<file path="src/vru_pkg.sv">
// Shared widths, types and arithmetic helpers of the vector refraction unit.
package vru_pkg;

    // Fixed-point format of all inputs and results.
    localparam int FRAC_BITS = 14;
    localparam int W_IN      = 16;
    localparam int W_OUT     = 20;

    // Widths of the intermediate values along the datapath.
    localparam int W_PROD = 2 * W_IN;               // v*n product
    localparam int W_DOT  = W_PROD + 2;             // sum of three products
    localparam int W_D    = W_DOT - FRAC_BITS;      // d = floor(dot)
    localparam int W_DD   = 2 * W_D;                // d*d
    localparam int W_T    = W_DD - FRAC_BITS + 1;   // t = ONE - floor(d*d)
    localparam int W_EE   = 2 * W_IN;               // eta*eta
    localparam int W_E2   = W_EE - FRAC_BITS;       // e2 = floor(eta*eta)
    localparam int W_ET   = W_E2 + 1 + W_T;         // e2*t
    localparam int W_K    = W_ET - FRAC_BITS + 1;   // k = ONE - floor(e2*t)
    localparam int W_S    = 20;                     // root width; k stays below 2^26
    localparam int W_X    = 2 * W_S;                // radicand k << FRAC_BITS
    localparam int W_REM  = W_S + 4;                // partial remainder of the root
    localparam int W_EDF  = W_IN + 1 + W_D;         // eta*d
    localparam int W_ED   = W_EDF - FRAC_BITS;      // floor(eta*d)
    localparam int W_C    = W_ED + 1;               // c = floor(eta*d) + s
    localparam int W_CN   = W_C + W_IN;             // c*n
    localparam int W_EV   = 2 * W_IN + 1;           // eta*v
    localparam int W_DIFF = W_CN + 1;               // eta*v - c*n
    localparam int W_F    = W_DIFF - FRAC_BITS;     // floor of the difference

    // The root resolves two result bits per pipeline stage.
    localparam int SQ_STAGES = W_S / 2;

    localparam logic signed [W_T-1:0] ONE_T = W_T'(2 ** FRAC_BITS);
    localparam logic signed [W_K-1:0] ONE_K = W_K'(2 ** FRAC_BITS);

    localparam logic signed [W_F-1:0] F_MAX = W_F'(2 ** (W_OUT - 1) - 1);
    localparam logic signed [W_F-1:0] F_MIN = ~F_MAX;

    // Working state of the digit-by-digit square root.
    typedef struct packed {
        logic [W_X-1:0]   x;
        logic [W_REM-1:0] rem;
        logic [W_S-1:0]   root;
    } t_sq;

    // Operands that ride alongside the square root until the back end.
    typedef struct packed {
        logic signed [W_EV-1:0] ev_x;
        logic signed [W_EV-1:0] ev_y;
        logic signed [W_EV-1:0] ev_z;
        logic signed [W_IN-1:0] n_x;
        logic signed [W_IN-1:0] n_y;
        logic signed [W_IN-1:0] n_z;
        logic signed [W_ED-1:0] ed;
        logic                   tir;
    } t_side;

    // One restoring step of the integer square root: brings in two radicand bits
    // and decides one root bit.
    function automatic t_sq sq_step(input t_sq a);
        logic [W_REM-1:0] rem2;
        logic [W_REM-1:0] trial;
        t_sq              b;
        rem2  = {a.rem[W_REM-3:0], a.x[W_X-1 -: 2]};
        trial = W_REM'({a.root, 2'b01});
        b.x   = {a.x[W_X-3:0], 2'b00};
        if (rem2 >= trial) begin
            b.rem  = rem2 - trial;
            b.root = {a.root[W_S-2:0], 1'b1};
        end else begin
            b.rem  = rem2;
            b.root = {a.root[W_S-2:0], 1'b0};
        end
        return b;
    endfunction

    // Clamps a floored component to the signed output range.
    function automatic logic signed [W_OUT-1:0] sat_out(input logic signed [W_F-1:0] f);
        logic signed [W_F-1:0] g;
        g = f;
        if (f > F_MAX) begin
            g = F_MAX;
        end else if (f < F_MIN) begin
            g = F_MIN;
        end
        return g[W_OUT-1:0];
    endfunction

endpackage

</file>
<file path="src/vru_back.sv">
// Back pipeline: c, c*n, eta*v - c*n, floor and saturation of the result.
module vru_back (
    input  logic                                  i_clk,
    input  logic                                  i_rst_n,
    input  logic                                  i_valid,
    input  logic        [vru_pkg::W_S-1:0]        i_root,
    input  vru_pkg::t_side                        i_side,
    output logic                                  o_strobe,
    output logic signed [vru_pkg::W_OUT-1:0]      o_out_x,
    output logic signed [vru_pkg::W_OUT-1:0]      o_out_y,
    output logic signed [vru_pkg::W_OUT-1:0]      o_out_z,
    output logic                                  o_total_reflect
);
    import vru_pkg::*;

    // Stage 1 registers: c.
    logic                   r1_valid;
    logic signed [W_C-1:0]  r1_c;
    logic signed [W_EV-1:0] r1_ev_x, r1_ev_y, r1_ev_z;
    logic signed [W_IN-1:0] r1_n_x, r1_n_y, r1_n_z;
    logic                   r1_tir;

    // Stage 2 registers: c*n.
    logic                   r2_valid;
    logic signed [W_CN-1:0] r2_cn_x, r2_cn_y, r2_cn_z;
    logic signed [W_EV-1:0] r2_ev_x, r2_ev_y, r2_ev_z;
    logic                   r2_tir;

    // Stage 3 registers: the result transaction.
    logic                    r3_valid;
    logic signed [W_OUT-1:0] r3_x, r3_y, r3_z;
    logic                    r3_tir;

    logic signed [W_C-1:0]    n1_c;
    logic signed [W_CN-1:0]   n2_cn_x, n2_cn_y, n2_cn_z;
    logic signed [W_DIFF-1:0] n3_diff_x, n3_diff_y, n3_diff_z;
    logic signed [W_OUT-1:0]  n3_x, n3_y, n3_z;

    // Stage 1: c = floor(eta*d) + root.
    always_comb begin
        n1_c = $signed({{(W_C - W_ED){i_side.ed[W_ED-1]}}, i_side.ed})
             + $signed({{(W_C - W_S){1'b0}}, i_root});
    end

    // Stage 2: c times each normal component.
    always_comb begin
        n2_cn_x = r1_c * r1_n_x;
        n2_cn_y = r1_c * r1_n_y;
        n2_cn_z = r1_c * r1_n_z;
    end

    // Stage 3: difference, floor, saturate; zero on total internal reflection.
    always_comb begin
        n3_diff_x = r2_ev_x - r2_cn_x;
        n3_diff_y = r2_ev_y - r2_cn_y;
        n3_diff_z = r2_ev_z - r2_cn_z;
        n3_x = r2_tir ? '0 : sat_out(n3_diff_x[W_DIFF-1:FRAC_BITS]);
        n3_y = r2_tir ? '0 : sat_out(n3_diff_y[W_DIFF-1:FRAC_BITS]);
        n3_z = r2_tir ? '0 : sat_out(n3_diff_z[W_DIFF-1:FRAC_BITS]);
    end

    // Valid bits.
    always_ff @(posedge i_clk) begin
        if (!i_rst_n) begin
            r1_valid <= 1'b0;
            r2_valid <= 1'b0;
            r3_valid <= 1'b0;
        end else begin
            r1_valid <= i_valid;
            r2_valid <= r1_valid;
            r3_valid <= r2_valid;
        end
    end

    // Payload registers.
    always_ff @(posedge i_clk) begin
        r1_c    <= n1_c;
        r1_ev_x <= i_side.ev_x;
        r1_ev_y <= i_side.ev_y;
        r1_ev_z <= i_side.ev_z;
        r1_n_x  <= i_side.n_x;
        r1_n_y  <= i_side.n_y;
        r1_n_z  <= i_side.n_z;
        r1_tir  <= i_side.tir;

        r2_cn_x <= n2_cn_x;
        r2_cn_y <= n2_cn_y;
        r2_cn_z <= n2_cn_z;
        r2_ev_x <= r1_ev_x;
        r2_ev_y <= r1_ev_y;
        r2_ev_z <= r1_ev_z;
        r2_tir  <= r1_tir;

        r3_x    <= n3_x;
        r3_y    <= n3_y;
        r3_z    <= n3_z;
        r3_tir  <= r2_tir;
    end

    assign o_strobe        = r3_valid;
    assign o_out_x         = r3_x;
    assign o_out_y         = r3_y;
    assign o_out_z         = r3_z;
    assign o_total_reflect = r3_tir;

endmodule

</file>
<file path="config.mk">
export PLATFORM = sky130hd
export DESIGN_NAME = vru_back
export DESIGN_NICKNAME = d
export VERILOG_FILES = /design/src/vru_pkg.sv /design/src/vru_back.sv
export SDC_FILE = /design/constraint.sdc
export NUM_CORES = 2
export LEC_CHECK = 0
export BUFFER_PORTS_ARGS = -buffer_cell sky130_fd_sc_hd__buf_2
export CORE_ASPECT_RATIO = 1.75
export CORE_UTILIZATION = 66
export DETAILED_ROUTE_END_ITERATION = 16
export PLACE_DENSITY = 0.85
export SYNTH_ARGS = -nofsm -noshare
export SYNTH_HDL_FRONTEND = slang
export SYNTH_SLANG_ARGS = --single-unit
</file>
<file path="constraint.sdc">
create_clock -name i_clk -period 17.25 [get_ports i_clk]
set_clock_uncertainty 0.2 [all_clocks]
set_input_delay 0 -clock i_clk [delete_from_list [all_inputs] [get_ports i_clk]]
set_output_delay 0 -clock i_clk [all_outputs]
set_load 0.02 [all_outputs]
</file>
### After elaboration in Yosys (flattened, before gate mapping)

Index checks and enable logic that the tools add are counted.

| cells by class | value |
|---|---|
| div/mod/pow operators | 0 |
| eq/ne operators | 0 |
| multiplexer cells | 6 |
| order comparisons | 6 |
| reduce and logical (&&, ||, !) cells | 3 |
| multipliers | 3 |
| bitwise logic cells | 0 |
| shifts and indexed selects | 0 |
| add/subtract/negate cells | 4 |

Operators with widths:

| kind | number |
|---|---|
| subtractor 33 x 40 -> 41 bit | 3 |
| multiplier 24 x 16 -> 40 bit | 3 |
| greater-than comparator 27 x 20 -> 1 bit, second input constant | 3 |
| < comparator 27 x 20 -> 1 bit, second input constant | 3 |
| two-way mux 20 bit | 3 |
| two-way mux 19 bit | 3 |
| adder 23 x 21 -> 24 bit | 1 |
| OR reduction 2 bit | 3 |

| word-level totals | value |
|---|---|
| output and inout port bits | 62 |
| logic and storage cells | 47 |
| bits in latches | 0 |
| bits in registers | 456 |
| bits in read-only memories | 0 |
| RAM bits | 0 |
| input bits | 194 |
| memories kept | 0 |

### Longest topological paths before layout

| logic depth | value |
|---|---|
| depth after elaboration | 4 |
| depth in mapped cells | 27 |

### Worst setup path after synthesis

OpenSTA, ideal clock, no wires.

| timing | value |
|---|---|
| path kind | reg2reg |
| start point | reg r1_c[10] |
| end point | reg r2_cn_x[35] |
| slack | 10370 ps |
| arrival | 6608 ps |
| required time | 16978 ps |
| buffers on the path | 2 |
| stages on the path, launching flop included | 27 |
| library setup time | 72 ps |
| cells stage by stage | dfxtp_1 > clkbuf_1 > clkbuf_1 > nand2_1 > fa_1 > inv_1 > fa_1 > inv_1 > fa_1 > inv_1 > fa_1 > fa_1 > inv_1 > fa_1 > inv_1 > ha_1 > o21a_1 > o21a_1 > o221a_2 > o31a_1 > nand3_1 > a21oi_1 > o41ai_1 > o211ai_1 > a21o_1 > a21oi_1 > xnor2_1 |

| on the way | value |
|---|---|
| word-level cells in the longest chain between the ends | 1 |

RTL lines:

| what | RTL line | source |
|---|---|---|
| start: declaration | vru_back.sv:18 | `logic signed [W_C-1:0] r1_c;` |
| start signal: assignment | vru_back.sv:77 | `r1_c <= n1_c;` |
| multiplier 24 x 16 -> 40 bit | vru_back.sv:47 | `n2_cn_x = r1_c * r1_n_x;` |
| via n2_cn_x[35] | vru_back.sv:35 | `logic signed [W_CN-1:0] n2_cn_x, n2_cn_y, n2_cn_z;` |
| end signal: assignment | vru_back.sv:86 | `r2_cn_x <= n2_cn_x;` |
| end: declaration | vru_back.sv:25 | `logic signed [W_CN-1:0] r2_cn_x, r2_cn_y, r2_cn_z;` |

The timed path passes the listed nets, and every way through them passes these cells.
A chain may end at the register's enable or synchronous reset.

### Worst setup path in the final report

| timing | value |
|---|---|
| start point | reg r1_c[9] |
| end point | reg r2_cn_x[35] |

Same word-level chain as after synthesis.

==> results.py <==
metrics = {
    "outcome": {
        "outcome": "finished, final reports clean",
    },
    "global_routing": {
        "grt_pass1_vias": 50000,
        "grt_overflow_total": 0,
        "antenna_found_initial": 6,
        "grt_pass1_wl_mm": 251,
        "grt_max_degree": 49,
        "grt_use_total": 0.374,
    },
    "floorplan": {
        "dieArea_um2": 87300,
        "start_util": 0.664,
        "die_w_um": 224,
        "num_rows": 142,
        "die_h_um": 390,
        "core_area_um2": 85500,
        "pin_count": 256,
    },
    "setup_path": {
        "arrival_ps": 8600,
        "slowest_stage": "dfxtp_1",
        "crit_family": "adder cells",
        "start_kind": "flop",
        "cp.buffers_inverters": 6,
        "critPathRequiredTime_ps": 17630,
        "startpoint": "r1_c[9]",
        "critPathMaxStageDelay_ps": 830,
        "crit_type": "reg -> reg",
        "crit_top_cell": "fa_1",
        "endpoint_kind": "flop",
        "cp_max_fo": 32,
        "r2r-start": "r1_c[9]",
    },
    "routing": {
        "num_vias": 44100,
        "drt-total-wl_mm": 155,
        "drt_iter0_markers": 2885,
        "wl_per_cell_um": 20.1,
        "remaining_drc_errors": 0,
        "firstDrtPassIters": 8,
        "antenna_left": 0,
        "viasPerCell": 5.70,
    },
    "timing": {
        "tightest_slew_ps": 1250,
        "hold_viol": 0,
        "fmax_mhz": 122,
        "rsz0062_at_grt": "false",
        "slew_viol_final": 0,
        "layout_min_cycle_time_ps": 8220,
        "fin_crit_sh": 0.476,
        "finalSetupViolCount": 0,
        "timing.setup.tns_ps": 0,
        "timing.slew.headroom": 0.164,
        "hold_ws_ps": 106,
    },
    "placement": {
        "gp_congestion": 0.935,
        "place_hpwl_mm": 111,
        "dp.cells": 7273,
        "numPortBuffers": 255,
    },
    "yosys": {
        "yosysSeqAreaShare": 0.161,
        "synth_area_leader_cell": "fa_1",
        "ys_warn_count": 0,
        "synth-seq-cells": 456,
        "synthArstFlopShare": 0,
        "synthFlopType": "dfxtp_1",
        "synth_top_area_share": 0.396,
        "synth-edff-count": 0,
        "yosys-top-cells-count": "inv_1, fa_1, nand2_1",
        "synth.distinct_cells": 87,
        "syn_inst": 6061,
        "netlist_area_um2": 56800,
        "synth_area_per_cell_um2": 9.37,
        "synth.area.top_cells": "fa_1, dfxtp_1, ha_1, inv_1, and2_1",
        "yosysMostFrequentCell": "inv_1",
        "syn_nets": 7809,
    },
    "clocking": {
        "cts.clk_slew.worst_paths_ps": 70,
        "cts_num_sinks": 456,
        "clk_path_buf_depth": 3,
        "cts_tree": "built",
        "clock_latency_ps": 670,
        "cts_made_buffers": 47,
        "cts_resized": 0,
        "cts-root-buf": "clkbuf_16",
        "h-tree-depth": 2,
    },
    "finish": {
        "drive_gt1_frac": 0.0636,
        "multi_input_area_um2": 41300,
        "final.fill_count": 5685,
        "ff_latch_area_um2": 9130,
        "instances_no_fill": 7739,
        "area_growth_pct": 13.3,
        "finalNetCount": 8293,
    },
    "flow_run": {
        "max-cap-violations": 0,
    },
    "min_path": {
        "hp-start": "r1_ev_z[13]",
        "min_path_type": "reg -> reg",
    },
}
[placed cells by master, fill, tap and decap left out, types with 21 or more instances in the layout]
cell type	count
buf_2	256
nor2b_1	25
xor2_1	73
a21oi_1	156
nand2_1	719
o21a_1	23
fa_1	1123
clkbuf_16	47
xnor2_1	146
and2_1	469
nor2_1	166
o21bai_1	23
nand2b_1	42
dfxtp_1	455
a211oi_1	42
o21ai_0	109
o22ai_1	21
nor3_1	29
nand3_1	32
a21o_1	93
ha_1	431
dlygate4sd3_1	375
inv_1	1427
buf_4	43
[state kept, by name, summed over array words and instances (netlist names)]
signal / count
o_out_x: 20
o_out_y: 20
o_out_z: 20
o_strobe: 1
o_total_reflect: 1
r1_c: 24
r1_ev_x: 33
r1_ev_y: 33
r1_ev_z: 33
r1_n_x: 16
r1_n_y: 16
r1_n_z: 16
r1_tir: 1
r1_valid: 1
r2_cn_x: 40
r2_cn_y: 40
r2_cn_z: 40
r2_ev_x: 33
r2_ev_y: 33
r2_ev_z: 33
r2_tir: 1
r2_valid: 1
[repair_timing]
action / in CTS / in global routing
endpoints found under the hold margin: 175 / 0
setup buffers: 0 / 0
hold buffers: 375 / 0
[stage by stage]
stage,util,setup WS [ps],cell area (um^2)
final,0.753,9030,64400
after global routing,0.753,8570,64400
after CTS,0.753,9110,64300
after detailed placement,0.689,9190,58900
after global placement,0.689,9110,58900
after floorplan,-,10370,56800
[cells by family after synthesis]
family / share of synthesized area
AO/OA/AOI/OAI: 0.0694
XOR/XNOR: 0.0338
adder cells (fa/ha/maj): 0.491
buffers and inverters: 0.111
flip-flops: 0.161
multiplexers: 0.000705
AND/OR/NAND/NOR: 0.133
[per-layer routing]
layer  GRT usage  share of wire
met4       0.295          0.092
met3      0.0824          0.077
met5           0        0.00023
met1       0.374           0.31
met2       0.667           0.52
[worst paths after layout]
path | end | slack (ps) | depth (start not counted)
hold / removal | r2_ev_z[13] | 110 | 0
setup reg to reg | r2_cn_x[35] | 9030 | 25
hold reg to reg | r2_ev_z[13] | 110 | 0
setup / recovery | r2_cn_x[35] | 9030 | 25
[cell type report]
type,count,area share
Clock inverter,30,0.00704
Inverter,1429,0.0833
Multi-Input combinational cell,3937,0.642
Sequential cell,456,0.142
Timing Repair Buffer,674,0.0833
Tap cell,1152,0.0224
Antenna cell,3,0.000117
Clock buffer,58,0.0199
Power is not shown: default switching activity piles up to over one toggle a cycle in this logic, so the estimate is an artifact.
