`src/vru_pkg.sv`:
```
// Shared widths, types and arithmetic helpers of the vector refraction unit.
package vru_pkg;

    // Fixed-point format of all inputs and results.
    localparam int FRAC_BITS = 14;
    localparam int W_IN      = 16;
    localparam int W_OUT     = 20;

    // Widths of the intermediate values along the datapath.
    localparam int W_PROD = 2 * W_IN;               // v*n product
    localparam int W_DOT  = W_PROD + 2;             // sum of three products
    localparam int W_D    = W_DOT - FRAC_BITS;      // d = floor(dot)
    localparam int W_DD   = 2 * W_D;                // d*d
    localparam int W_T    = W_DD - FRAC_BITS + 1;   // t = ONE - floor(d*d)
    localparam int W_EE   = 2 * W_IN;               // eta*eta
    localparam int W_E2   = W_EE - FRAC_BITS;       // e2 = floor(eta*eta)
    localparam int W_ET   = W_E2 + 1 + W_T;         // e2*t
    localparam int W_K    = W_ET - FRAC_BITS + 1;   // k = ONE - floor(e2*t)
    localparam int W_S    = 20;                     // root width; k stays below 2^26
    localparam int W_X    = 2 * W_S;                // radicand k << FRAC_BITS
    localparam int W_REM  = W_S + 4;                // partial remainder of the root
    localparam int W_EDF  = W_IN + 1 + W_D;         // eta*d
    localparam int W_ED   = W_EDF - FRAC_BITS;      // floor(eta*d)
    localparam int W_C    = W_ED + 1;               // c = floor(eta*d) + s
    localparam int W_CN   = W_C + W_IN;             // c*n
    localparam int W_EV   = 2 * W_IN + 1;           // eta*v
    localparam int W_DIFF = W_CN + 1;               // eta*v - c*n
    localparam int W_F    = W_DIFF - FRAC_BITS;     // floor of the difference

    // The root resolves two result bits per pipeline stage.
    localparam int SQ_STAGES = W_S / 2;

    localparam logic signed [W_T-1:0] ONE_T = W_T'(2 ** FRAC_BITS);
    localparam logic signed [W_K-1:0] ONE_K = W_K'(2 ** FRAC_BITS);

    localparam logic signed [W_F-1:0] F_MAX = W_F'(2 ** (W_OUT - 1) - 1);
    localparam logic signed [W_F-1:0] F_MIN = ~F_MAX;

    // Working state of the digit-by-digit square root.
    typedef struct packed {
        logic [W_X-1:0]   x;
        logic [W_REM-1:0] rem;
        logic [W_S-1:0]   root;
    } t_sq;

    // Operands that ride alongside the square root until the back end.
    typedef struct packed {
        logic signed [W_EV-1:0] ev_x;
        logic signed [W_EV-1:0] ev_y;
        logic signed [W_EV-1:0] ev_z;
        logic signed [W_IN-1:0] n_x;
        logic signed [W_IN-1:0] n_y;
        logic signed [W_IN-1:0] n_z;
        logic signed [W_ED-1:0] ed;
        logic                   tir;
    } t_side;

    // One restoring step of the integer square root: brings in two radicand bits
    // and decides one root bit.
    function automatic t_sq sq_step(input t_sq a);
        logic [W_REM-1:0] rem2;
        logic [W_REM-1:0] trial;
        t_sq              b;
        rem2  = {a.rem[W_REM-3:0], a.x[W_X-1 -: 2]};
        trial = W_REM'({a.root, 2'b01});
        b.x   = {a.x[W_X-3:0], 2'b00};
        if (rem2 >= trial) begin
            b.rem  = rem2 - trial;
            b.root = {a.root[W_S-2:0], 1'b1};
        end else begin
            b.rem  = rem2;
            b.root = {a.root[W_S-2:0], 1'b0};
        end
        return b;
    endfunction

    // Clamps a floored component to the signed output range.
    function automatic logic signed [W_OUT-1:0] sat_out(input logic signed [W_F-1:0] f);
        logic signed [W_F-1:0] g;
        g = f;
        if (f > F_MAX) begin
            g = F_MAX;
        end else if (f < F_MIN) begin
            g = F_MIN;
        end
        return g[W_OUT-1:0];
    endfunction

endpackage

```
`src/vru_sqrt_stage.sv`:
```
// One pipeline stage of the square root, resolving two root bits.
module vru_sqrt_stage (
    input  logic           i_clk,
    input  logic           i_rst_n,
    input  logic           i_valid,
    input  vru_pkg::t_sq   i_sq,
    input  vru_pkg::t_side i_side,
    output logic           o_valid,
    output vru_pkg::t_sq   o_sq,
    output vru_pkg::t_side o_side
);
    import vru_pkg::*;

    logic  r_valid;
    t_sq   r_sq;
    t_side r_side;
    t_sq   n_sq;

    // Two dependent restoring steps.
    always_comb begin
        n_sq = sq_step(sq_step(i_sq));
    end

    // Valid bit.
    always_ff @(posedge i_clk) begin
        if (!i_rst_n) begin
            r_valid <= 1'b0;
        end else begin
            r_valid <= i_valid;
        end
    end

    // Root state and side operands.
    always_ff @(posedge i_clk) begin
        r_sq   <= n_sq;
        r_side <= i_side;
    end

    assign o_valid = r_valid;
    assign o_sq    = r_sq;
    assign o_side  = r_side;

endmodule

```
`config.mk`:
```
export PLATFORM = sky130hd
export DESIGN_NAME = vru_sqrt_stage
export DESIGN_NICKNAME = d
export VERILOG_FILES = /design/src/vru_pkg.sv /design/src/vru_sqrt_stage.sv
export SDC_FILE = /design/constraint.sdc
export NUM_CORES = 1
export LEC_CHECK = 0
export BUFFER_PORTS_ARGS = -buffer_cell sky130_fd_sc_hd__buf_2
export CORE_AREA = 2 2 198 200
export CTS_CLUSTER_SIZE = 20
export DETAILED_ROUTE_END_ITERATION = 12
export DIE_AREA = 0 0 200 202
export SYNTH_ARGS = -nofsm -noshare
export SYNTH_HDL_FRONTEND = slang
export SYNTH_SLANG_ARGS = --single-unit
```
`constraint.sdc`:
```
create_clock -name i_clk -period 8.89 [get_ports i_clk]
set_input_delay 0.4445 -clock i_clk [delete_from_list [all_inputs] [get_ports i_clk]]
set_output_delay 0.4445 -clock i_clk [all_outputs]
set_load 0.03 [all_outputs]
```
==> Word-level counts from Yosys, hierarchy flattened <==
Index checks and enable logic that the tools add are counted.
{ "word_totals": {"regBits": 252, "in_bits": 258, "out_inout_bits": 256, "wordCells": 18} }
{ "op_classes": {"add_sub_neg": 2, "magnitude_cmp": 2, "n_mux": 2} }
{ "op_table": {"columns": ["op", "count"], "rows": [
  [">= comparator 24 x 22 -> 1 bit", 2],
  ["two-way mux 44 bit", 1],
  ["two-way mux 42 bit", 1],
  ["subtractor 24 x 22 -> 24 bit", 1],
  ["subtractor 22 bit", 1]
]} }

==> Logic depth before layout (Yosys ltp) <==
Gate-level depths: netlist of run 1.
{ "depth": {"word_depth": 4, "depth_mapped": 25, "mapped_depth_nobuf": 22} }

==> Least setup slack after synthesis of run 1 <==
Ideal clock, no wire load.
{ "synth_timing": {"path_kind": "input port to flip-flop", "from": "in i_sq[9] (netlist bit)", "to": "reg r_sq (netlist bit o_sq[43])", "setup_ns": 0.115, "arrival_ns": 5.045, "required_ns": 8.775, "path_slack_ns": 3.730, "cell_stages": 25, "path_buffers": 3, "cell_sequence": "inv_1 > ha_1 > a21oi_1 > o21ai_0 > a311oi_1 > nor2_1 > or3_1 > buf_6 > clkinv_4 > buf_4 > clkbuf_1 > nand2_1 > o21ai_0 > ha_1 > a21oi_1 > nor2b_1 > o21a_1 > o21ai_0 > a21oi_1 > a21oi_1 > o21ai_0 > a311o_1 > a2111oi_0 > xor2_1 > and2_1"} }
{ "synth_lines": {"columns": ["element", "line", "rtl"], "rows": [
  ["start, declared", "vru_sqrt_stage.sv:6", "input vru_pkg::t_sq i_sq,"],
  ["end signal, assigned", "vru_sqrt_stage.sv:35", "r_sq <= n_sq;"],
  ["end, declared", "vru_sqrt_stage.sv:15", "t_sq r_sq;"]
]} }

==> results of run 1 <==
==> power by group through the flow <==
stage	Combinational (mW)	Sequential, mW	Clock, mW
finish	0.962	1.27	1.23
floorplan	0.359	1.52	0
global placement	0.883	1.30	0
CTS	0.973	1.27	1.27
detailed placement	0.883	1.30	0
global route	1.04	1.28	1.31
==> sequential cells by signal, summed over array words and instances (netlist names) <==
signal,cells
o_valid,1
o_sq,80
o_side,171
==> routing by layer <==
layer | GRT usage | vias up | share of wire
li1 | - | 3818 | -
met1 | 0.211 | 3607 | 0.40
met2 | 0.309 | 318 | 0.46
met3 | 0.0619 | 84 | 0.087
met4 | 0.0823 | 16 | 0.046
met5 | 0 | - | 0.0028
==> cell type report <==
cell class / instances / share of cell area
sequential: 252 / 0.355
clock buffer: 43 / 0.0597
clock inverter: 9 / 0.00968
antenna: 6 / 0.00106
timing repair buffer: 729 / 0.335
multi-input combinational: 377 / 0.185
tap: 518 / 0.0456
inverter: 36 / 0.00985
==> worst paths after layout <==
kind                       start                 end  slack [ps]  cells past startpoint
worst max-delay path     i_sq[7]    o_sq[43]$_DFF_P_        2670                     23
worst min-delay path  i_side[91]  o_side[91]$_DFF_P_          40                      1
==> synthesized netlist by cell type, types with 5 or more instances <==
cell type | n | area share
a21oi_1 | 51 | 0.032
dfxtp_1 | 252 | 0.64
o31ai_1 | 6 | 0.0057
xnor2_1 | 25 | 0.028
and3_1 | 5 | 0.0040
o21ai_0 | 35 | 0.022
a21o_1 | 16 | 0.015
o21bai_1 | 8 | 0.0076
mux2_2 | 10 | 0.014
nor2b_1 | 6 | 0.0047
a31oi_1 | 5 | 0.0040
buf_4 | 5 | 0.0047
nor3_1 | 7 | 0.0044
nand3_1 | 5 | 0.0032
nand2_1 | 38 | 0.018
nand2b_1 | 6 | 0.0047
nor2_1 | 35 | 0.017
xor2_1 | 15 | 0.017
o21a_1 | 8 | 0.0076
nand4_1 | 6 | 0.0047
ha_1 | 44 | 0.070
inv_1 | 35 | 0.017
==> cells by family after synthesis <==
| group | share of synthesized area |
|---|---|
| DFF | 0.638 |
| AOI/OAI and AO/OA | 0.130 |
| and+or+nand+nor | 0.0688 |
| buffers and inverters | 0.0309 |
| adders and majority gates | 0.0696 |
| xor gates and xnor gates | 0.0464 |
| muxes | 0.0155 |
| other | 0.000474 |
==> impl_results.md, run 1 <==
- Slew HR: 0.512
- Async SR Flop Fraction: 0
- Total GRT Usage: 0.184
- CP Cell Sequence: dlygate4sd3_1, buf_2, inv_1, ha_1, a21oi_1, o21ai_0, a311oi_1, nor2_1, or3_1, clkinv_4, o21ai_0, ha_1, a21oi_1, nor2b_1, o21a_1, o21ai_0, a21oi_1, a21oi_1, o21ai_0, a311o_1, a2111oi_0, xor2_1, and2_1
- NumNets Final: 1727
- Area delta synth->final: 79.8%
- Wirelength per Cell: 19.9 um
- Largest net degree at the start of global routing: 41
- Post-CTS Setup Bufs: 0
- Final hold slack: 41.6 ps
- Via count: 7843
- Yosys reg bits: 252
- FMAX: 0.161 GHz
- Vias in the first global route: 8168
- Grt total ovfl: 0
- Worst-margin pin slew: 725 ps
- Inserted Clock Buffers: 29
- Initial antenna violation count: 17
- Finish-stage setup viols: 0
- Port Buffers: 507
- Fill cell count: 3751
- Most frequent cells in the layout: buf_2 (507), dfxtp_1 (252), dlygate4sd3_1 (221)
- GPL Wtd Cong: 0.883
- Final Hold Fails: 0
- Worst Path Buf+Inv: 4
- Maximum VDD drop: 0.000155 V
- Hpwl dp: 30700 um
- Int Power: 2.35 mW
- Root Driver: clkbuf_16
- I/O pins: 514
- Worst path required time: 9340 ps
- Remaining DRCs: 0
- Clock Tree Buf Depth: 3
- Via/cell ratio: 3.98
- CTS Hold Bufs: 220
- Family with the most delay on the worst path: compound AO/OA/AOI/OAI gates
- Share of post-route cells with drive strength above 1: 0.397
- Status: finished, final reports clean
- Synth unique cells: 52
- P_sw: 1.11 mW
- CTS tree: yes
- EDFF count, synth: 0
- Netlist area before placement: 7910 um^2
- Placed inst area: 11000 um^2
- Multi-input logic area: 2630 um^2
- Worst setup SP type: primary input
- Comb pwr share: 0.277
- TNS Setup: 0 ps
- Clk sink count: 252
- Hold WC Path Type: in -> reg
- Width of the die: 200 um
- Critical path peak fanout: 40
- Post-Syn Instances: 676
- Synth Flop Type: dfxtp_1
- Starting density of the core: 0.207
- Overall power: 3.47 mW
- Core area: 38300 um^2
- Sequential-to-total area share from yosys stat: 0.638
- Switch share: 0.321
- Full die area: 40400 um^2
- Clock-pin transition on the worst setup and hold timing paths: 60 ps
- Syn. warnings: 0
- Placed cells: 1691
- Power share of the clock group: 0.355
- Avg Inst Size Synth: 11.7 um^2
- Pre-CTS setup slack: 2730 ps
- CP Class: in -> reg
- Critical Path End Type: flip-flop
- DR pass1 iterations: 4
- Worst Path Arrival: 6660 ps
- Commonest non-fill, non-tap cell in the layout: buf_2
- Initial DRC Count: 326
- Antenna Nets Post-Route: 0
- H-tree Lvls: 1
- Fin area: 14200 um^2
- Slowest stage delay, CP: 650 ps
- Die Ht: 202 um
- Total power per unit cell area: 244 nW/um^2
- Post-CTS sizing: 0
- Fraction of power consumed by sequential logic: 0.368
- Tmin final: 6220 ps
- Row Count: 72
- First-pass GRT wire length: 53600 um
- Final core occ: 0.371
- Max Slew Vio Count: 0
- Final Cycle Share: 0.699
- Seq. cell area: 5040 um^2
- Max-cap viol count: 0
- RSZ-0062 raised after global routing: false
- Final setup margin: 2670 ps
- Leak: 6.86 nW
- Total wire length: 39200 um
- CP max-delay cell: a311oi_1
- Finished Layout Cells: 1970
Note: power is estimated with default switching activity, not from simulation.
==> run 2: changes to the inputs <==
--- a/config.mk
+++ b/config.mk
@@ -6,10 +6,10 @@
 export NUM_CORES = 1
 export LEC_CHECK = 0
 export BUFFER_PORTS_ARGS = -buffer_cell sky130_fd_sc_hd__buf_2
-export CORE_AREA = 2 2 198 200
+export CORE_AREA = 2 2 199 201
 export CTS_CLUSTER_SIZE = 20
 export DETAILED_ROUTE_END_ITERATION = 12
-export DIE_AREA = 0 0 200 202
+export DIE_AREA = 0 0 201 203
 export SYNTH_ARGS = -nofsm -noshare
 export SYNTH_HDL_FRONTEND = slang
 export SYNTH_SLANG_ARGS = --single-unit
==> constraint.sdc (replaced) <==
create_clock -name i_clk -period 6.3 [get_ports i_clk]
set_input_delay 0.315 -clock i_clk [delete_from_list [all_inputs] [get_ports i_clk]]
set_output_delay 0.315 -clock i_clk [all_outputs]
set_load 0.03 [all_outputs]
==> run 2 against run 1 <==
Compared with the run above: critical path type unchanged; critical path depth is the same; sequential cell count is the same; routed wire length grew 2.0%; cell count grew 0.46%.
==> impl_results.md, run 2 (synthesis results as in run 1) <==
- Status: finished, final reports clean
- Pre-CTS setup slack: 923 ps
- Port Buffers: 507
- Max-cap viol count: 0
- Most frequent cells in the layout: buf_2 (507), dfxtp_1 (252), dlygate4sd3_1 (227)
- Clock-pin transition on the worst setup and hold timing paths: 60 ps
- Slowest stage delay, CP: 520 ps
- Worst Path Arrival: 5810 ps
- Hold WC Path Type: in -> reg
- Hpwl dp: 31100 um
- Int Power: 3.27 mW
- Worst Hold Depth: 3
- Total wire length: 40000 um
- Commonest non-fill, non-tap cell in the layout: buf_2
- Max Slew Vio Count: 0
- GPL Wtd Cong: 0.845
- Area delta synth->final: 80.6%
- CTS tree: yes
- Root Driver: clkbuf_16
- Core area: 38500 um^2
- Finish-stage setup viols: 0
- Vias in the first global route: 8398
- Final Cycle Share: 0.851
- Largest net degree at the start of global routing: 30
- CP max-delay cell: dlygate4sd3_1
- Comb pwr share: 0.284
- Power share of the clock group: 0.345
- Fill cell count: 3811
- Final hold slack: 62.4 ps
- Worst Path Buf+Inv: 5
- Worst path required time: 6760 ps
- Final setup margin: 941 ps
- Inserted Clock Buffers: 29
- Die Ht: 203 um
- Slew HR: 0.546
- CP Cell Sequence: dlygate4sd3_1, buf_2, inv_1, ha_1, a21oi_1, a21boi_0, a311oi_1, buf_4, nor2_1, or3_1, buf_4, mux2i_1, ha_1, nand2b_1, nor2_1, o2111a_1, a311oi_1, nand3_1, a2111oi_4, o31ai_1, a221o_1, xnor2_1, mux2_2
- Total power per unit cell area: 339 nW/um^2
- Fraction of power consumed by sequential logic: 0.370
- Maximum VDD drop: 0.000182 V
- Met2 usage: 0.326
- Largest register FFs: 171
- Width of the die: 201 um
- Fin area: 14300 um^2
- Family with the most delay on the worst path: compound AO/OA/AOI/OAI gates
- Worst-margin pin slew: 674 ps
- Share of post-route cells with drive strength above 1: 0.397
- Final core occ: 0.371
- CP Class: in -> reg
- Grt total ovfl: 0
- TNS Setup: 0 ps
- Tmin final: 5360 ps
- Starting density of the core: 0.206
- Antenna Nets Post-Route: 0
- RSZ-0062 raised after global routing: false
- Post-CTS Setup Bufs: 0
- Via count: 7873
- Met3 GRT Util: 0.0626
- First-pass GRT wire length: 56400 um
- Worst setup SP type: primary input
- Clock Tree Buf Depth: 3
- P_sw: 1.58 mW
- I/O pins: 514
- Hold path startpoint: i_sq[81]
- FMAX: 0.187 GHz
- Full die area: 40800 um^2
- Switch share: 0.326
- Wirelength per Cell: 20.2 um
- Overall power: 4.85 mW
- M1 GR Usage: 0.213
- Initial DRC Count: 328
- Placed cells: 1696
- Finished Layout Cells: 1979
- Via/cell ratio: 3.98
- Clk sink count: 252
- Final Hold Fails: 0
- Hold endpoint: o_sq[21]$_DFF_P_
- Critical Path End Type: flip-flop
- Leak: 6.91 nW
- Remaining DRCs: 0
- Row Count: 72
- Critical path peak fanout: 6
- NumNets Final: 1738
- Most used routing layer: met2
- Initial antenna violation count: 14
- Total GRT Usage: 0.189
- Placed inst area: 11100 um^2
- DR pass1 iterations: 5
- H-tree Lvls: 1
run 2: power groups by stage:
| stage | combinational [mW] | clock (mW) | sequential [mW] |
|---|---|---|---|
| after floorplan | 0.507 | 0 | 2.15 |
| after global placement | 1.26 | 0 | 1.82 |
| after detailed placement | 1.26 | 0 | 1.83 |
| after CTS | 1.39 | 1.73 | 1.80 |
| after global routing | 1.48 | 1.80 | 1.81 |
| final | 1.38 | 1.67 | 1.79 |
run 2: area by class of cell:
| type | instances | area (um^2) | area share |
|---|---|---|---|
| Multi-Input combinational cell | 377 | 2630 | 0.184 |
| Clock buffer | 41 | 811 | 0.0568 |
| Sequential cell | 252 | 5040 | 0.353 |
| Clock inverter | 12 | 135 | 0.00946 |
| Antenna cell | 3 | 7.51 | 0.000526 |
| Inverter | 36 | 140 | 0.00981 |
| Timing Repair Buffer | 740 | 4870 | 0.341 |
| Tap cell | 518 | 648 | 0.0454 |
run 2: worst max path at each step:
stage,depth (start not counted),end,startpoint
final,23,o_sq[40]$_DFF_P_,i_sq[12]
after global routing,25,o_sq[43]$_DFF_P_,i_sq[12]
after CTS,23,o_sq[40]$_DFF_P_,i_sq[12]
after detailed placement,22,o_sq[40]$_DFF_P_,i_sq[12]
after global placement,22,o_sq[40]$_DFF_P_,i_sq[7]
after floorplan,25,o_sq[43]$_DFF_P_,i_sq[9]
run 2: repair_timing:
| action | 4_1_cts | 5_1_grt |
|---|---|---|
| hold endpoints to repair | 226 | 0 |
| resized for setup | 0 | 0 |
| hold buffers | 227 | 0 |
run 2: metal layers:
metal / routed length (um) / vias to the layer above / share of wire
met3: 3210 / 81 / 0.080
met2: 19300 / 309 / 0.48
li1: - / 3830 / -
met4: 1640 / 16 / 0.041
met1: 15700 / 3637 / 0.39
met5: 106 / - / 0.0027
==> run 3: changes to the inputs <==
--- a/config.mk
+++ b/config.mk
@@ -6,10 +6,11 @@
 export NUM_CORES = 1
 export LEC_CHECK = 0
 export BUFFER_PORTS_ARGS = -buffer_cell sky130_fd_sc_hd__buf_2
-export CORE_AREA = 2 2 199 201
+export CORE_AREA = 2 2 203 205
+export CTS_BUF_LIST = sky130_fd_sc_hd__clkbuf_4 sky130_fd_sc_hd__clkbuf_8
 export CTS_CLUSTER_SIZE = 20
 export DETAILED_ROUTE_END_ITERATION = 12
-export DIE_AREA = 0 0 201 203
+export DIE_AREA = 0 0 205 207
 export SYNTH_ARGS = -nofsm -noshare
 export SYNTH_HDL_FRONTEND = slang
 export SYNTH_SLANG_ARGS = --single-unit
==> run 3 against run 2 <==
Compared with the run above: sequential share of layout area decreased by 0.28 points; via count grew 1.2%; critical path depth unchanged; cell count up 2.3%.
==> impl_results.md, run 3 (synthesis results as in run 1) <==
- Clk sink count: 252
- Finished Layout Cells: 2025
- Final Hold Fails: 0
- Max-cap viol count: 0
- Post-CTS sizing: 0
- Clock Tree Buf Depth: 3
- DR pass1 iterations: 4
- Initial DRC Count: 332
- CTS tree: yes
- P_sw: 1.61 mW
- First-pass GRT wire length: 52600 um
- Hold WC Path Type: in -> reg
- Full die area: 42400 um^2
- Final Cycle Share: 0.899
- H-tree Lvls: 2
- Worst-margin pin slew: 651 ps
- Worst setup SP type: primary input
- Row Count: 74
- Root Driver: clkbuf_8
- Vias in the first global route: 8326
- CP max-delay cell: dlygate4sd3_1
- Most used routing layer: met2
- Met2 usage: 0.291
- Via count: 7971
- Grt total ovfl: 0
- Worst Path Arrival: 6140 ps
- Share of post-route cells with drive strength above 1: 0.414
- Maximum VDD drop: 0.000172 V
- Total power per unit cell area: 341 nW/um^2
- Starting density of the core: 0.196
- NumNets Final: 1754
- TNS Setup: 0 ps
- Area delta synth->final: 82.1%
- Final setup margin: 638 ps
- Family with the most delay on the worst path: compound AO/OA/AOI/OAI gates
- Status: finished, final reports clean
- Placed inst area: 11000 um^2
- Total GRT Usage: 0.170
- Antenna Nets Post-Route: 0
- Largest register FFs: 171
- I/O pins: 514
- Wirelength per Cell: 18.7 um
- CP Cell Sequence: dlygate4sd3_1, buf_2, inv_1, ha_1, a21oi_1, o21ai_0, a311oi_1, nor2_1, or3_1, clkinv_4, o21ai_0, ha_1, a21oi_1, nor2b_1, o21a_1, o21ai_0, a21oi_1, a21oi_1, o21ai_0, a311o_1, a2111oi_0, xor2_1, and2_1
- Core area: 40400 um^2
- Switch share: 0.328
- CP Class: in -> reg
- Critical path peak fanout: 25
- Power share of the clock group: 0.358
- Tmin final: 5660 ps
- Int Power: 3.30 mW
- Initial antenna violation count: 10
- Commonest non-fill, non-tap cell in the layout: buf_2
- Pre-CTS setup slack: 699 ps
- Finish-stage setup viols: 0
- Critical Path End Type: flip-flop
- Worst path required time: 6780 ps
- Slew HR: 0.561
- Via/cell ratio: 3.94
- Placed cells: 1708
- Largest net degree at the start of global routing: 26
- RSZ-0062 raised after global routing: false
- Max Slew Vio Count: 0
- FMAX: 0.177 GHz
- Slowest stage delay, CP: 590 ps
- Hpwl dp: 29100 um
- Worst Path Buf+Inv: 4
- Most frequent cells in the layout: buf_2 (507), dfxtp_1 (252), dlygate4sd3_1 (228)
- Inserted Clock Buffers: 46
- Width of the die: 205 um
- Met3 GRT Util: 0.0518
- Remaining DRCs: 0
- M1 GR Usage: 0.187
- Fill cell count: 4065
- Port Buffers: 507
- Total wire length: 37800 um
- Clock-pin transition on the worst setup and hold timing paths: 60 ps
- Fraction of power consumed by sequential logic: 0.367
- Fin area: 14400 um^2
- Post-CTS Setup Bufs: 0
- Leak: 6.98 nW
- Die Ht: 207 um
- GPL Wtd Cong: 0.859
- Comb pwr share: 0.275
[run 3: changes by cell type in the layout (fill, tap and decap cells not counted), sizes merged]
cell	previous run	this run
inv	37	36
diode	3	4
clkinv	8	11
bufinv	2	3
buf	513	511
dlygate4sd3	227	228
clkinvlp	1	3
clkbuf	41	68
[run 3: area by class of cell]
class	count	area, um^2	area share
multi-input combinational	377	2630	0.183
antenna	4	10.0	0.000695
timing repair buffer	739	4850	0.337
sequential	252	5040	0.350
clock buffer	68	880	0.0611
inverter	36	140	0.00973
tap	532	666	0.0462
clock inverter	17	178	0.0123
[run 3: through the flow]
stage          power (mW)   util  hold slack (ps)
2_1_floorplan        2.65      -              343
3_5_place_dp         3.08  0.274              419
6_report             4.92  0.357             73.3
4_1_cts              4.99  0.356             17.1
5_1_grt              5.16  0.357             34.8
3_3_place_gp         3.07  0.274              418
[run 3: routing by layer]
layer	share of wire	wire, um
met5	0.0021	78
met4	0.050	1900
met3	0.074	2810
met2	0.48	18100
met1	0.39	14900
[run 3: repair_timing]
item                                    CTS  global route
endpoints found under the hold margin   227             0
endpoints found under the setup margin    0             0
hold buffers                            228             0
[run 3: power by group through the flow]
stage	registers, mW	logic (mW)	clock network, mW
floorplan	2.15	0.507	0
global placement	1.84	1.23	0
detailed placement	1.84	1.23	0
CTS	1.81	1.36	1.82
global route	1.82	1.45	1.89
finish	1.80	1.35	1.76
[run 3: path summary, 6_finish.rpt]
path,slack [ps],depth (start not counted),startpoint,end
setup / recovery,640,23,i_sq[9],o_sq[43]$_DFF_P_
hold / removal,70,3,i_sq[80],o_sq[20]$_DFF_P_
[run 3: worst min-delay path, delay by kind of cell]
family	cells	cell delay, ps
buf+inv	2	220
xor+xnor	1	70
